<file path="config.mk">
export PLATFORM = sky130hd
export DESIGN_NAME = biosensor_packet_deframer_unit
export DESIGN_NICKNAME = d
export VERILOG_FILES = /design/src/sv/bpd_pkg.sv /design/src/sv/biosensor_packet_deframer_unit.sv
export VERILOG_INCLUDE_DIRS = /design/src /design/src/sv
export SDC_FILE = /design/constraint.sdc
export NUM_CORES = 1
export LEC_CHECK = 0
export BUFFER_PORTS_ARGS = -buffer_cell sky130_fd_sc_hd__buf_2
export CORE_MARGIN = 3
export CORE_UTILIZATION = 50
export CTS_CLUSTER_DIAMETER = 150
export CTS_CLUSTER_SIZE = 10
export DETAILED_ROUTE_END_ITERATION = 8
export PLACE_DENSITY = 0.65
export SLEW_MARGIN = 30
export SYNTH_ARGS = -nofsm -noshare
export SYNTH_HDL_FRONTEND = slang
export SYNTH_SLANG_ARGS = --single-unit
export TNS_END_PERCENT = 30
</file>
<file path="constraint.sdc">
create_clock -name clk_i -period 7.9 [get_ports clk_i]
set_clock_uncertainty 0.2 [all_clocks]
set_input_delay 1.58 -clock clk_i [delete_from_list [all_inputs] [get_ports clk_i]]
set_output_delay 1.58 -clock clk_i [all_outputs]
set_load 0.02 [all_outputs]
</file>
<file path="src/sv/assert_macros.svh">
// Assertion helpers shared by the RTL.
`ifndef ASSERT_MACROS_SVH
`define ASSERT_MACROS_SVH

// Same-cycle implication, checked outside reset.
`define ASSERT_IMPL(lbl, clk, rst_n, ante, cons) \
  lbl: assert property (@(posedge clk) disable iff (!rst_n) (ante) |-> (cons)) \
    else $error("implication check failed");

// Next-cycle implication, checked outside reset.
`define ASSERT_NEXT(lbl, clk, rst_n, ante, cons) \
  lbl: assert property (@(posedge clk) disable iff (!rst_n) (ante) |=> (cons)) \
    else $error("next-cycle check failed");

`endif

</file>
<file path="src/sv/bpd_pkg.sv">
package bpd_pkg;

  // Framing bytes, row codes, row lengths and the multi-byte threshold
  localparam logic [7:0] SYNC_BYTE       = 8'hAA;
  localparam logic [7:0] EXCODE_BYTE     = 8'h55;
  localparam logic [7:0] MULTI_THRESHOLD = 8'd127;
  localparam logic [7:0] CODE_POOR       = 8'd2;
  localparam logic [7:0] CODE_ATTENTION  = 8'd4;
  localparam logic [7:0] CODE_MEDITATION = 8'd5;
  localparam logic [7:0] CODE_RAW        = 8'd128;
  localparam logic [7:0] CODE_BANDS      = 8'd131;
  localparam logic [7:0] RAW_LEN         = 8'd2;
  localparam logic [7:0] BANDS_LEN       = 8'd24;

  localparam int unsigned VALUE_W = 25;

  // Result kinds
  typedef enum logic [2:0] {
    KIND_CSUM_ERR   = 3'd0,
    KIND_LEN_ERR    = 3'd1,
    KIND_RAW        = 3'd2,
    KIND_POOR       = 3'd3,
    KIND_ATTENTION  = 3'd4,
    KIND_MEDITATION = 3'd5,
    KIND_BANDS      = 3'd6
  } kind_e;

  // Framing and payload-walk sequencer
  typedef enum logic [11:0] {
    S_SYNC1   = 12'b0000_0000_0001,
    S_SYNC2   = 12'b0000_0000_0010,
    S_LEN     = 12'b0000_0000_0100,
    S_DATA    = 12'b0000_0000_1000,
    S_CSUM    = 12'b0000_0001_0000,
    W_CODE_RD = 12'b0000_0010_0000,
    W_CODE    = 12'b0000_0100_0000,
    W_VLEN_RD = 12'b0000_1000_0000,
    W_VLEN    = 12'b0001_0000_0000,
    W_CHK     = 12'b0010_0000_0000,
    W_VAL_RD  = 12'b0100_0000_0000,
    W_VAL     = 12'b1000_0000_0000
  } state_e;

endpackage

</file>
<file path="src/sv/biosensor_packet_deframer_unit.sv">
// Biosensor packet deframer.
// Request channel: rx_byte_i is taken at a rising edge where start_i is high
// and busy_o is low. Sync, length and payload bytes leave busy_o low; a bad
// checksum or an oversized length gives one error result on the cycle after
// the byte.
// A checksum byte that matches starts a walk of the stored payload. The walk
// reads the payload memory through its single registered read port, with a
// read state and then a use state for each byte that it reads, plus a check
// state per row and a closing step (value bytes of skipped rows are not
// read); busy_o stays high throughout the walk.
// Results come out on result_strobe_o for one cycle each, in packet order,
// with last_o on the final result that the byte causes; a walk that finds no
// record gives no result. Each result is held back one step so that last_o
// is known, so the final one comes out in the cycle in which busy_o falls.
// The receiver cannot stall: results are never held off.
// Reset returns the block to hunting the first sync byte with no pending
// result; the payload memory is not cleared, since a walk only reads bytes
// written in the same packet.
module biosensor_packet_deframer_unit
  import bpd_pkg::*;
#(
  parameter int unsigned PAYLOAD_DEPTH = 128
) (
  input  logic                      clk_i,
  input  logic                      rst_ni,
  input  logic                      start_i,
  output logic                      busy_o,
  input  logic [7:0]                rx_byte_i,
  output logic                      result_strobe_o,
  output logic [2:0]                result_kind_o,
  output logic signed [VALUE_W-1:0] result_value_o,
  output logic [2:0]                band_index_o,
  output logic                      last_o
);

  localparam int unsigned AW = $clog2(PAYLOAD_DEPTH);
  localparam int unsigned IW = $clog2(PAYLOAD_DEPTH + 1);
  localparam logic [7:0]  DEPTH_B = 8'(PAYLOAD_DEPTH);

  // Control registers
  state_e          state_q, state_d;
  logic [IW-1:0]   len_q, len_d;
  logic [IW-1:0]   cnt_q, cnt_d;
  logic [7:0]      sum_q, sum_d;
  logic [IW-1:0]   idx_q, idx_d;
  logic            pend_vld_q, pend_vld_d;
  logic            strobe_q, strobe_d;

  // Datapath registers
  logic [7:0]      code_q, code_d;
  logic [7:0]      vlen_q, vlen_d;
  logic [1:0]      grp_sz_q, grp_sz_d;
  logic [1:0]      grp_cnt_q, grp_cnt_d;
  logic [2:0]      band_q, band_d;
  logic [23:0]     acc_q, acc_d;
  kind_e           row_kind_q, row_kind_d;
  kind_e           pend_kind_q, pend_kind_d;
  logic [VALUE_W-1:0] pend_val_q, pend_val_d;
  logic [2:0]      pend_band_q, pend_band_d;
  kind_e           out_kind_q, out_kind_d;
  logic [VALUE_W-1:0] out_val_q, out_val_d;
  logic [2:0]      out_band_q, out_band_d;
  logic            out_last_q, out_last_d;

  // Payload memory
  logic [7:0]      mem_q [PAYLOAD_DEPTH];
  logic [7:0]      rd_q;
  logic            wr_en;

  logic            accept;
  logic            walking;
  logic [IW-1:0]   idx_step;
  logic [IW-1:0]   add_b;
  logic [7:0]      room;
  logic [IW-1:0]   cnt_inc;
  logic [7:0]      sum_inc;

  assign walking = (state_q == W_CODE_RD) || (state_q == W_CODE) ||
                   (state_q == W_VLEN_RD) || (state_q == W_VLEN) ||
                   (state_q == W_CHK) || (state_q == W_VAL_RD) ||
                   (state_q == W_VAL);
  assign busy_o  = walking;
  assign accept  = start_i && !walking;
  assign wr_en   = accept && (state_q == S_DATA);

  // Shared index adder: one step or a whole skipped row
  assign add_b    = (state_q == W_CHK) ? IW'(vlen_q) : IW'(1);
  assign idx_step = idx_q + add_b;
  assign room     = 8'(len_q - idx_q);
  assign cnt_inc  = cnt_q + IW'(1);
  assign sum_inc  = sum_q + rx_byte_i;

  // Memory: one write port for bytes, one registered read at the walk index
  always_ff @(posedge clk_i) begin
    if (wr_en) begin
      mem_q[cnt_q[AW-1:0]] <= rx_byte_i;
    end
    rd_q <= mem_q[idx_q[AW-1:0]];
  end

  // Value of a finished record
  function automatic logic [VALUE_W-1:0] rec_value(kind_e k, logic [23:0] a);
    logic [VALUE_W-1:0] v;
    case (k)
      KIND_RAW:   v = {{(VALUE_W-16){a[15]}}, a[15:0]};
      KIND_BANDS: v = {{(VALUE_W-24){1'b0}}, a};
      default:    v = {{(VALUE_W-8){1'b0}}, a[7:0]};
    endcase
    return v;
  endfunction

  // Sequencer
  always_comb begin
    state_d     = state_q;
    len_d       = len_q;
    cnt_d       = cnt_q;
    sum_d       = sum_q;
    idx_d       = idx_q;
    pend_vld_d  = pend_vld_q;
    strobe_d    = 1'b0;
    code_d      = code_q;
    vlen_d      = vlen_q;
    grp_sz_d    = grp_sz_q;
    grp_cnt_d   = grp_cnt_q;
    band_d      = band_q;
    acc_d       = acc_q;
    row_kind_d  = row_kind_q;
    pend_kind_d = pend_kind_q;
    pend_val_d  = pend_val_q;
    pend_band_d = pend_band_q;
    out_kind_d  = out_kind_q;
    out_val_d   = out_val_q;
    out_band_d  = out_band_q;
    out_last_d  = out_last_q;

    unique case (state_q)
      S_SYNC1: begin
        if (accept) begin
          state_d = (rx_byte_i == SYNC_BYTE) ? S_SYNC2 : S_SYNC1;
        end
      end

      S_SYNC2: begin
        if (accept) begin
          state_d = (rx_byte_i == SYNC_BYTE) ? S_LEN : S_SYNC1;
        end
      end

      S_LEN: begin
        if (accept) begin
          if (rx_byte_i > DEPTH_B) begin
            // oversized packet: one error result
            strobe_d   = 1'b1;
            out_kind_d = KIND_LEN_ERR;
            out_val_d  = '0;
            out_band_d = '0;
            out_last_d = 1'b1;
            state_d    = S_SYNC1;
          end else begin
            len_d   = IW'(rx_byte_i);
            cnt_d   = '0;
            sum_d   = '0;
            state_d = (rx_byte_i == 8'd0) ? S_CSUM : S_DATA;
          end
        end
      end

      S_DATA: begin
        if (accept) begin
          cnt_d = cnt_inc;
          sum_d = sum_inc;
          if (cnt_inc >= len_q) begin
            state_d = S_CSUM;
          end
        end
      end

      S_CSUM: begin
        if (accept) begin
          if (rx_byte_i != ~sum_q) begin
            strobe_d   = 1'b1;
            out_kind_d = KIND_CSUM_ERR;
            out_val_d  = '0;
            out_band_d = '0;
            out_last_d = 1'b1;
            state_d    = S_SYNC1;
          end else begin
            idx_d      = '0;
            pend_vld_d = 1'b0;
            state_d    = W_CODE_RD;
          end
        end
      end

      // Fetch the next code byte, or close the walk at the payload end
      W_CODE_RD: begin
        if (idx_q >= len_q) begin
          strobe_d   = pend_vld_q;
          out_kind_d = pend_kind_q;
          out_val_d  = pend_val_q;
          out_band_d = pend_band_q;
          out_last_d = 1'b1;
          pend_vld_d = 1'b0;
          state_d    = S_SYNC1;
        end else begin
          state_d = W_CODE;
        end
      end

      W_CODE: begin
        idx_d = idx_step;
        if (rd_q == EXCODE_BYTE) begin
          state_d = W_CODE_RD;
        end else begin
          code_d = rd_q;
          vlen_d = 8'd1;
          if (rd_q > MULTI_THRESHOLD) begin
            if (idx_step >= len_q) begin
              // length byte runs past the end
              strobe_d   = pend_vld_q;
              out_kind_d = pend_kind_q;
              out_val_d  = pend_val_q;
              out_band_d = pend_band_q;
              out_last_d = 1'b1;
              pend_vld_d = 1'b0;
              state_d    = S_SYNC1;
            end else begin
              state_d = W_VLEN_RD;
            end
          end else begin
            state_d = W_CHK;
          end
        end
      end

      W_VLEN_RD: begin
        state_d = W_VLEN;
      end

      W_VLEN: begin
        vlen_d  = rd_q;
        idx_d   = idx_step;
        state_d = W_CHK;
      end

      // Row check and dispatch
      W_CHK: begin
        grp_cnt_d = '0;
        band_d    = '0;
        if (vlen_q > room) begin
          // truncated row
          strobe_d   = pend_vld_q;
          out_kind_d = pend_kind_q;
          out_val_d  = pend_val_q;
          out_band_d = pend_band_q;
          out_last_d = 1'b1;
          pend_vld_d = 1'b0;
          state_d    = S_SYNC1;
        end else if (code_q == CODE_RAW && vlen_q == RAW_LEN) begin
          row_kind_d = KIND_RAW;
          grp_sz_d   = 2'd2;
          state_d    = W_VAL_RD;
        end else if (code_q == CODE_BANDS && vlen_q == BANDS_LEN) begin
          row_kind_d = KIND_BANDS;
          grp_sz_d   = 2'd3;
          state_d    = W_VAL_RD;
        end else if (code_q == CODE_POOR) begin
          row_kind_d = KIND_POOR;
          grp_sz_d   = 2'd1;
          state_d    = W_VAL_RD;
        end else if (code_q == CODE_ATTENTION) begin
          row_kind_d = KIND_ATTENTION;
          grp_sz_d   = 2'd1;
          state_d    = W_VAL_RD;
        end else if (code_q == CODE_MEDITATION) begin
          row_kind_d = KIND_MEDITATION;
          grp_sz_d   = 2'd1;
          state_d    = W_VAL_RD;
        end else begin
          // unknown row or wrong length: skip its value bytes
          idx_d   = idx_step;
          state_d = W_CODE_RD;
        end
      end

      W_VAL_RD: begin
        state_d = W_VAL;
      end

      // Shift in one value byte; a full group makes a record
      W_VAL: begin
        acc_d     = {acc_q[15:0], rd_q};
        idx_d     = idx_step;
        vlen_d    = vlen_q - 8'd1;
        grp_cnt_d = grp_cnt_q + 2'd1;
        if (grp_cnt_q + 2'd1 == grp_sz_q) begin
          grp_cnt_d = '0;
          band_d    = band_q + 3'd1;
          // the held record is not the last one: send it now
          strobe_d    = pend_vld_q;
          out_kind_d  = pend_kind_q;
          out_val_d   = pend_val_q;
          out_band_d  = pend_band_q;
          out_last_d  = 1'b0;
          pend_vld_d  = 1'b1;
          pend_kind_d = row_kind_q;
          pend_val_d  = rec_value(row_kind_q, {acc_q[15:0], rd_q});
          pend_band_d = (row_kind_q == KIND_BANDS) ? band_q : 3'd0;
        end
        state_d = (vlen_q == 8'd1) ? W_CODE_RD : W_VAL_RD;
      end

      default: begin
        state_d = S_SYNC1;
      end
    endcase
  end

  // Control state
  always_ff @(posedge clk_i or negedge rst_ni) begin
    if (!rst_ni) begin
      state_q    <= S_SYNC1;
      len_q      <= '0;
      cnt_q      <= '0;
      sum_q      <= '0;
      idx_q      <= '0;
      pend_vld_q <= 1'b0;
      strobe_q   <= 1'b0;
    end else begin
      state_q    <= state_d;
      len_q      <= len_d;
      cnt_q      <= cnt_d;
      sum_q      <= sum_d;
      idx_q      <= idx_d;
      pend_vld_q <= pend_vld_d;
      strobe_q   <= strobe_d;
    end
  end

  // Payload registers
  always_ff @(posedge clk_i) begin
    code_q      <= code_d;
    vlen_q      <= vlen_d;
    grp_sz_q    <= grp_sz_d;
    grp_cnt_q   <= grp_cnt_d;
    band_q      <= band_d;
    acc_q       <= acc_d;
    row_kind_q  <= row_kind_d;
    pend_kind_q <= pend_kind_d;
    pend_val_q  <= pend_val_d;
    pend_band_q <= pend_band_d;
    out_kind_q  <= out_kind_d;
    out_val_q   <= out_val_d;
    out_band_q  <= out_band_d;
    out_last_q  <= out_last_d;
  end

  assign result_strobe_o = strobe_q;
  assign result_kind_o   = out_kind_q;
  assign result_value_o  = out_val_q;
  assign band_index_o    = out_band_q;
  assign last_o          = out_last_q;

  // Checks
  `include "assert_macros.svh"

  // a result that is not the last one only leaves while the walk runs
  `ASSERT_IMPL(a_more_follows, clk_i, rst_ni, result_strobe_o && !last_o, busy_o)
  `ASSERT_IMPL(a_no_pend_idle, clk_i, rst_ni, !busy_o, !pend_vld_q)
  `ASSERT_IMPL(a_idx_in_pkt, clk_i, rst_ni, busy_o, idx_q <= len_q)
  `ASSERT_IMPL(a_band_kind, clk_i, rst_ni, result_strobe_o && band_index_o != 3'd0,
               result_kind_o == KIND_BANDS)

endmodule
</file>
==> flow_metrics.py, run 1 <==
metrics = {
    "outcome": {
        "status": "completed",
    },
    "global_route": {
        "grt_overflow_total": 0,
        "grt_first_pass_wirelength_um": 161000,
        "grt_max_degree": 100,
        "antenna_found_initial": 2,
        "grt_usage": 0.222,
        "first_global_vias": 24600,
    },
    "synth": {
        "synth_edf_count": 1129,
        "ys_seq_area_frac": 0.745,
        "syn_inst": 2469,
        "yosys_register_bits": 1183,
        "netlist.area_leader.share": 0.718,
        "synth_top_area_cell": "edfxtp_1",
        "synth_cell_types": 75,
        "ys_warn_count": 0,
        "synth_top_flop_cell": "edfxtp_1",
        "ys_async_sr_fraction": 0.0389,
        "syn_area_sq_um": 47200,
        "syn_area_per_cell_sq_um": 19.1,
        "synth_area_leaders": "edfxtp_1 72%, mux4_2 12%, dfrtp_1 2.4%, a22oi_1 1.7%, nor2_1 1.4%",
        "synth_fp_nets": 2535,
    },
    "worst_setup_path": {
        "crit_chain": "nor4_1 -> and4_1 -> and2_1 -> ha_1 -> a21oi_1 -> o2111ai_1 -> or3_1 -> a31oi_1 -> xnor2_1 -> ha_1 -> and3_1 -> nand3_1 -> o21ai_0 -> a21oi_1 -> a221oi_1 -> and4b_1 -> buf_4",
        "arrival_ns": 6.26,
        "r2r_slack_ns": 1.81,
        "start_kind": "register",
        "cp-end-kind": "register",
        "critPathMaxStageDelay_ns": 0.74,
        "worstSetupPathType": "register to register",
        "cp_max_fo": 32,
        "crit_required_ns": 8.07,
        "crit_slowest_cell": "nor4_1",
    },
    "pwr": {
        "p_leak_nw": 16.9,
        "swShare": 0.192,
        "ir_drop_v": 0.000239,
        "p_comb_frac": 0.011,
        "p_per_area_nw_per_um2": 236,
        "p_sw_w": 0.00239,
        "internal_power_w": 0.0100,
        "seqPwrFrac": 0.552,
        "clkPwrFrac": 0.437,
    },
    "finish": {
        "postLayoutCoreUtil": 0.563,
        "areaGrowthSynthToFinish_pct": 11.5,
        "nets": 2630,
        "final_cell_mix": "1129 x edfxtp_1, 256 x mux4_2, 171 x nor2_1",
        "fin_area_sq_um": 52700,
        "drive_above_1_share": 0.196,
        "layout_commonest_cell": "edfxtp_1",
    },
    "cts": {
        "cts_inserted_buffers": 136,
        "cts_sinks": 1183,
        "cts_setup_buffers": 0,
        "cts_resized": 0,
        "clock_latency_ns": 0.73,
        "htreeDepth": 4,
        "path_clk_slew_ns": 0.06,
        "cts_hold_buffers": 0,
        "cts_tree": "yes",
        "clk_path_buf_depth": 3,
        "ctsRootBufferMaster": "clkbuf_16",
    },
    "timing": {
        "period_minus_slack_ns": 6.09,
        "hold_ws_ns": 0.244,
        "grt_setup_unrepaired": "false",
        "tightest_slew_ns": 0.967,
        "tns_ns": 0,
        "timing.final.crit_share": 0.771,
        "hold_viol": 0,
        "max_freq_ghz": 0.164,
        "final-max-slew-violation-count": 0,
        "relSlewSlack": 0.356,
        "fin_ws_ns": 1.81,
        "finalSetupViolations": 0,
    },
    "worst_hold_path": {
        "hp-class": "register to register",
    },
    "drt": {
        "viasPerCell": 6.23,
        "drt-initial-drc-count": 2519,
        "ant_nets": 0,
        "drt_first_pass_iters": 6,
        "wl_um": 107000,
        "wl_per_cell_um": 27.7,
        "num_vias": 24000,
        "drc": 0,
    },
    "die": {
        "core_area_sq_um": 93500,
        "die_area_sq_um": 98200,
        "die_x_um": 313,
        "die_h_um": 313,
        "rows": 112,
        "initial_core_util": 0.505,
        "ios": 45,
    },
    "placement": {
        "gp_congestion": 0.885,
        "placed_area_sq_um": 48900,
        "hpwlAfterDp_um": 64300,
        "portBuffers": 44,
        "dp_slack_ns": 1.98,
    },
    "job": {
        "cap_violations": 0,
    },
}
[power groups by stage]
stage	Clock [W]	Combinational [W]	Sequential (W)
floorplan	0	0.0000244	0.00699
global placement	0	0.000127	0.00699
detailed placement	0	0.000136	0.00699
CTS	0.00553	0.000136	0.00687
global route	0.00581	0.000149	0.00686
finish	0.00543	0.000137	0.00687
[metrics by stage]
stage / power [W] / cells
final: 0.0124 / 3860
after CTS: 0.0125 / 3858
after floorplan: 0.00701 / 2469
after global routing: 0.0128 / 3859
after global placement: 0.00712 / 3678
after detailed placement: 0.00713 / 3679
[synth_stat cells, types with 4 or more instances]
cell	instances
nor3b_1	4
nor2b_1	17
xnor2_1	19
o21a_1	7
nor4_1	11
nor4b_1	5
and2_1	49
nand3_1	40
inv_1	32
xor2_1	17
a22o_1	7
nor2_1	176
o221ai_1	8
nand2b_1	6
a21o_1	21
and4_1	4
dfxtp_1	8
o2111ai_1	4
and4b_1	4
clkbuf_1	75
mux2_2	5
nor3_1	14
buf_1	13
nand4_1	9
buf_2	29
a21oi_1	59
and3_1	12
a22oi_1	107
nand2_1	76
or4_1	8
edfxtp_1	1129
a221oi_1	12
mux4_2	256
ha_1	52
mux2i_1	18
a32o_1	9
o21ai_0	45
dfrtp_1	45
a31oi_1	7
[cells by family (layout without fill, tap and decap cells)]
kind of cell | after synthesis | after routing | synth area share
compound gates | 312 | 312 | 0.0456
other cells | 0 | 1 | 0
mux | 282 | 282 | 0.128
fa+ha+maj | 55 | 55 | 0.0150
xor+xnor | 36 | 36 | 0.00667
buf+inv | 152 | 288 | 0.0131
flops | 1183 | 1183 | 0.745
simple gates | 449 | 449 | 0.0465
[cell type report]
type	instances	area (sq um)
Sequential cell	1183	35200
Clock buffer	169	3590
Fill cell	6890	40800
Timing Repair Buffer	76	543
Antenna cell	1	2.50
Inverter	33	124
Clock inverter	10	118
Multi-Input combinational cell	1134	11500
Tap cell	1254	1570
[state kept, by name (all words and copies together) (netlist names), 8 cells and up]
register,cells
vlen_q,8
code_q,8
mem_q,1024
state_q,12
result_value_o,25
pend_val_q,25
rd_q,8
cnt_q,8
sum_q,8
len_q,8
acc_q,16
idx_q,8
[worst max-delay path: cells and delay by family, from the launching register on]
| kind | cells | cell delay [ns] |
|---|---|---|
| and+or+nand+nor | 7 | 2.46 |
| xor gates and xnor gates | 1 | 0.13 |
| buffers and inverters | 1 | 0.34 |
| DFF | 1 | 0.48 |
| adders and majority gates | 2 | 0.54 |
| AOI/OAI and AO/OA | 6 | 1.56 |
[metal layers]
layer | global-route usage | share of wire | vias up
li1 | - | - | 10300
met1 | 0.312 | 0.41 | 12600
met2 | 0.351 | 0.49 | 1021
met3 | 0.0495 | 0.082 | 185
met4 | 0.0700 | 0.027 | 2
met5 | 0 | 0.00012 | -
[worst paths after layout]
kind                                               endpoint              startpoint  cells past startpoint
min                                      acc_q[9]$_DFFE_PP_      acc_q[1]$_DFFE_PP_                      0
max                        result_value_o[13]$_SDFFCE_PN0P_  state_q[1]$_DFFE_PN0P_                     17
min reg2reg                              acc_q[9]$_DFFE_PP_      acc_q[1]$_DFFE_PP_                      0
min in group asynchronous            state_q[3]$_DFFE_PN0P_                  rst_ni                      1
max reg2reg                result_value_o[13]$_SDFFCE_PN0P_  state_q[1]$_DFFE_PN0P_                     17
max in group asynchronous              idx_q[0]$_DFFE_PN0P_                  rst_ni                      1
(Power assumes the default switching activity.)
==> run 2: changes to the inputs <==
ABC_AREA = 1   (was unset)
clock period = 5.7 ns   (was 7.9 ns; I/O delays follow)
==> run 2 against run 1 <==
Flip-flop and latch count stayed put. Core utilization is 0.54 points lower. Critical path type unchanged. Worst hold slack improved by 0.0034 ns. First-iteration DRC count is 40% higher. Final area grew 4.7%. Largest power group unchanged. Register-to-register slack got worse by 0.84 ns. Maximum frequency grew 29%.
==> flow_metrics.py, run 2 <==
metrics = {
    "outcome": {
        "status": "completed",
    },
    "die": {
        "die_area_sq_um": 104000,
        "die_x_um": 323,
        "die_h_um": 323,
        "ios": 45,
        "core_area_sq_um": 98900,
        "initial_core_util": 0.507,
        "rows": 115,
    },
    "finish": {
        "instances_no_fill": 5805,
        "areaGrowthSynthToFinish_pct": 10.1,
        "fillCellCount": 8107,
        "multiInputGateArea_sq_um": 13200,
        "drive_above_1_share": 0.0622,
        "nets": 4546,
        "largest_reg_flops": 1024,
        "final_cell_mix": "1433 x nand2_1, 1129 x edfxtp_1, 982 x nand3_1",
        "seqCellArea_sq_um": 35200,
        "layout_commonest_cell": "nand2_1",
        "antenna_cells": 0,
    },
    "synth": {
        "syn_area_per_cell_sq_um": 11.1,
        "netlist.area_leader.share": 0.677,
        "syn_inst": 4497,
        "synth_edf_count": 1129,
        "ys_seq_area_frac": 0.703,
        "ys_warn_count": 0,
        "ys_top_cells_by_count": "1433 x nand2_1, 1129 x edfxtp_1, 982 x nand3_1, 257 x nor2_1, 160 x inv_1",
        "yosys_register_bits": 1183,
        "synth_top_flop_cell": "edfxtp_1",
        "synth.most_common_cell": "nand2_1",
        "syn_area_sq_um": 50100,
        "synth_top_area_cell": "edfxtp_1",
        "synth_area_leaders": "edfxtp_1 68%, nand2_1 11%, nand3_1 9.8%, dfrtp_1 2.2%, nor2_1 1.9%",
        "synth_fp_nets": 4563,
        "synth_cell_types": 52,
        "ys_async_sr_fraction": 0.0389,
    },
    "timing": {
        "tns_ns": 0,
        "relSlewSlack": 0.326,
        "final-max-slew-violation-count": 0,
        "max_freq_ghz": 0.211,
        "finalSetupViolations": 0,
        "tightest_slew_ns": 1.01,
        "grt_setup_unrepaired": "false",
        "timing.final.crit_share": 0.831,
        "hold_viol": 0,
        "period_minus_slack_ns": 4.74,
    },
    "worst_hold_path": {
        "hp-class": "register to register",
        "hold_end": "acc_q[14]$_DFFE_PP_",
        "hold_path_depth": 0,
        "hp-start": "acc_q[6]$_DFFE_PP_",
    },
    "pwr": {
        "p_per_area_nw_per_um2": 316,
        "ir_drop_v": 0.000257,
        "p_leak_nw": 20.3,
        "power.total_w": 0.0175,
    },
    "global_route": {
        "first_global_vias": 31800,
        "grt_overflow_total": 0,
        "antenna_found_initial": 1,
        "grt_usage": 0.244,
        "grt_first_pass_wirelength_um": 191000,
        "grt_max_degree": 200,
    },
    "placement": {
        "gp_congestion": 0.882,
        "hpwlAfterDp_um": 73200,
        "placed_cells": 5629,
        "portBuffers": 44,
    },
    "job": {
        "cap_violations": 0,
    },
    "cts": {
        "cts_tree": "yes",
        "cts_sinks": 1183,
        "cts_setup_buffers": 0,
        "cts_hold_buffers": 0,
        "ctsRootBufferMaster": "clkbuf_16",
        "cts_inserted_buffers": 136,
        "path_clk_slew_ns": 0.06,
        "clk_path_buf_depth": 3,
        "cts_resized": 0,
        "htreeDepth": 4,
        "clock_latency_ns": 0.75,
    },
    "drt": {
        "wl_um": 126000,
        "viasPerCell": 5.68,
        "wl_per_cell_um": 21.6,
        "drt-initial-drc-count": 3529,
        "ant_nets": 0,
        "drt_first_pass_iters": 5,
        "num_vias": 33000,
        "drc": 0,
    },
    "worst_setup_path": {
        "r2r_slack_ns": 0.96,
        "worstSetupPathType": "register to register",
        "crit_required_ns": 5.88,
        "cp_max_fo": 32,
        "r2r_cells": 17,
        "worstReg2RegEnd": "result_value_o[9]$_SDFFCE_PN0P_",
        "arrival_ns": 4.92,
        "cp-end-kind": "register",
        "r2r_start": "idx_q[5]$_DFFE_PN0P_",
        "start_kind": "register",
    },
}
## run 2: worst max path at each step
stage	from	end	slack, ns	cells past startpoint
3_5_place_dp	idx_q[5]$_DFFE_PN0P_	result_value_o[10]$_SDFFCE_PN0P_	1.08	17
4_1_cts	idx_q[5]$_DFFE_PN0P_	result_value_o[17]$_SDFFCE_PN0P_	1.05	17
5_1_grt	idx_q[5]$_DFFE_PN0P_	result_value_o[9]$_SDFFCE_PN0P_	0.48	19
2_1_floorplan	state_q[1]$_DFFE_PN0P_	band_index_o[0]$_SDFFCE_PN0P_	0.74	20
3_3_place_gp	idx_q[5]$_DFFE_PN0P_	result_value_o[11]$_SDFFCE_PN0P_	1.10	17
6_report	idx_q[5]$_DFFE_PN0P_	result_value_o[9]$_SDFFCE_PN0P_	0.96	17
## run 2: cell families after synthesis
logic type | count (synthesis) | synth area share
AO/OA/AOI/OAI | 85 | 0.00972
XOR/XNOR | 24 | 0.00420
AND/OR/NAND/NOR | 2740 | 0.236
flip-flops | 1183 | 0.703
adder cells (fa/ha/maj) | 55 | 0.0142
buffers and inverters | 410 | 0.0333
## run 2: layer usage
layer / track usage / part of all wire / up-vias
li1: - / - / 15500
met1: 0.338 / 0.42 / 15900
met2: 0.387 / 0.47 / 1344
met3: 0.0418 / 0.075 / 254
met4: 0.0966 / 0.036 / 2
met5: 0 / 0.00010 / -
## run 2: cell type report
cell class | instances | share of cell area
clock inverter | 13 | 0.00374
inverter | 170 | 0.0119
multi-input combinational | 2904 | 0.240
sequential | 1183 | 0.639
tap | 1287 | 0.0292
clock buffer | 163 | 0.0647
timing repair buffer | 85 | 0.0122
## run 2: worst max-delay path: stages (launching register included)
cell and delay, ns:
dfrtp_1 0.78, clkinv_1 0.62, ha_1 0.56, inv_1 0.09, o311ai_0 0.39, xnor2_1 0.12
ha_1 0.31, nand2_1 0.07, nor2_1 0.17, nand2_1 0.07, nand2_1 0.10, nand2_1 0.08
nand2_1 0.10, o21ai_0 0.08, nor2_1 0.09, nand2_1 0.07, nor2_2 0.07, buf_4 0.36
## run 2: report_power, final
| part | switching [W] | internal, W |
|---|---|---|
| clock network | 0.00327 | 0.00440 |
| registers | 0.00000217 | 0.00951 |
| logic | 0.000229 | 0.0000433 |
| total | 0.00350 | 0.0140 |
## run 2: metrics by stage
step	util	instance area, sq um	hold slack, ns	setup slack (ns)
2_1_floorplan	-	50100	0.224	0.741
3_3_place_gp	0.520	51400	0.235	1.10
3_5_place_dp	0.520	51400	0.233	1.08
4_1_cts	0.558	55200	0.245	1.05
5_1_grt	0.558	55200	0.260	0.479
6_report	0.558	55200	0.248	0.960
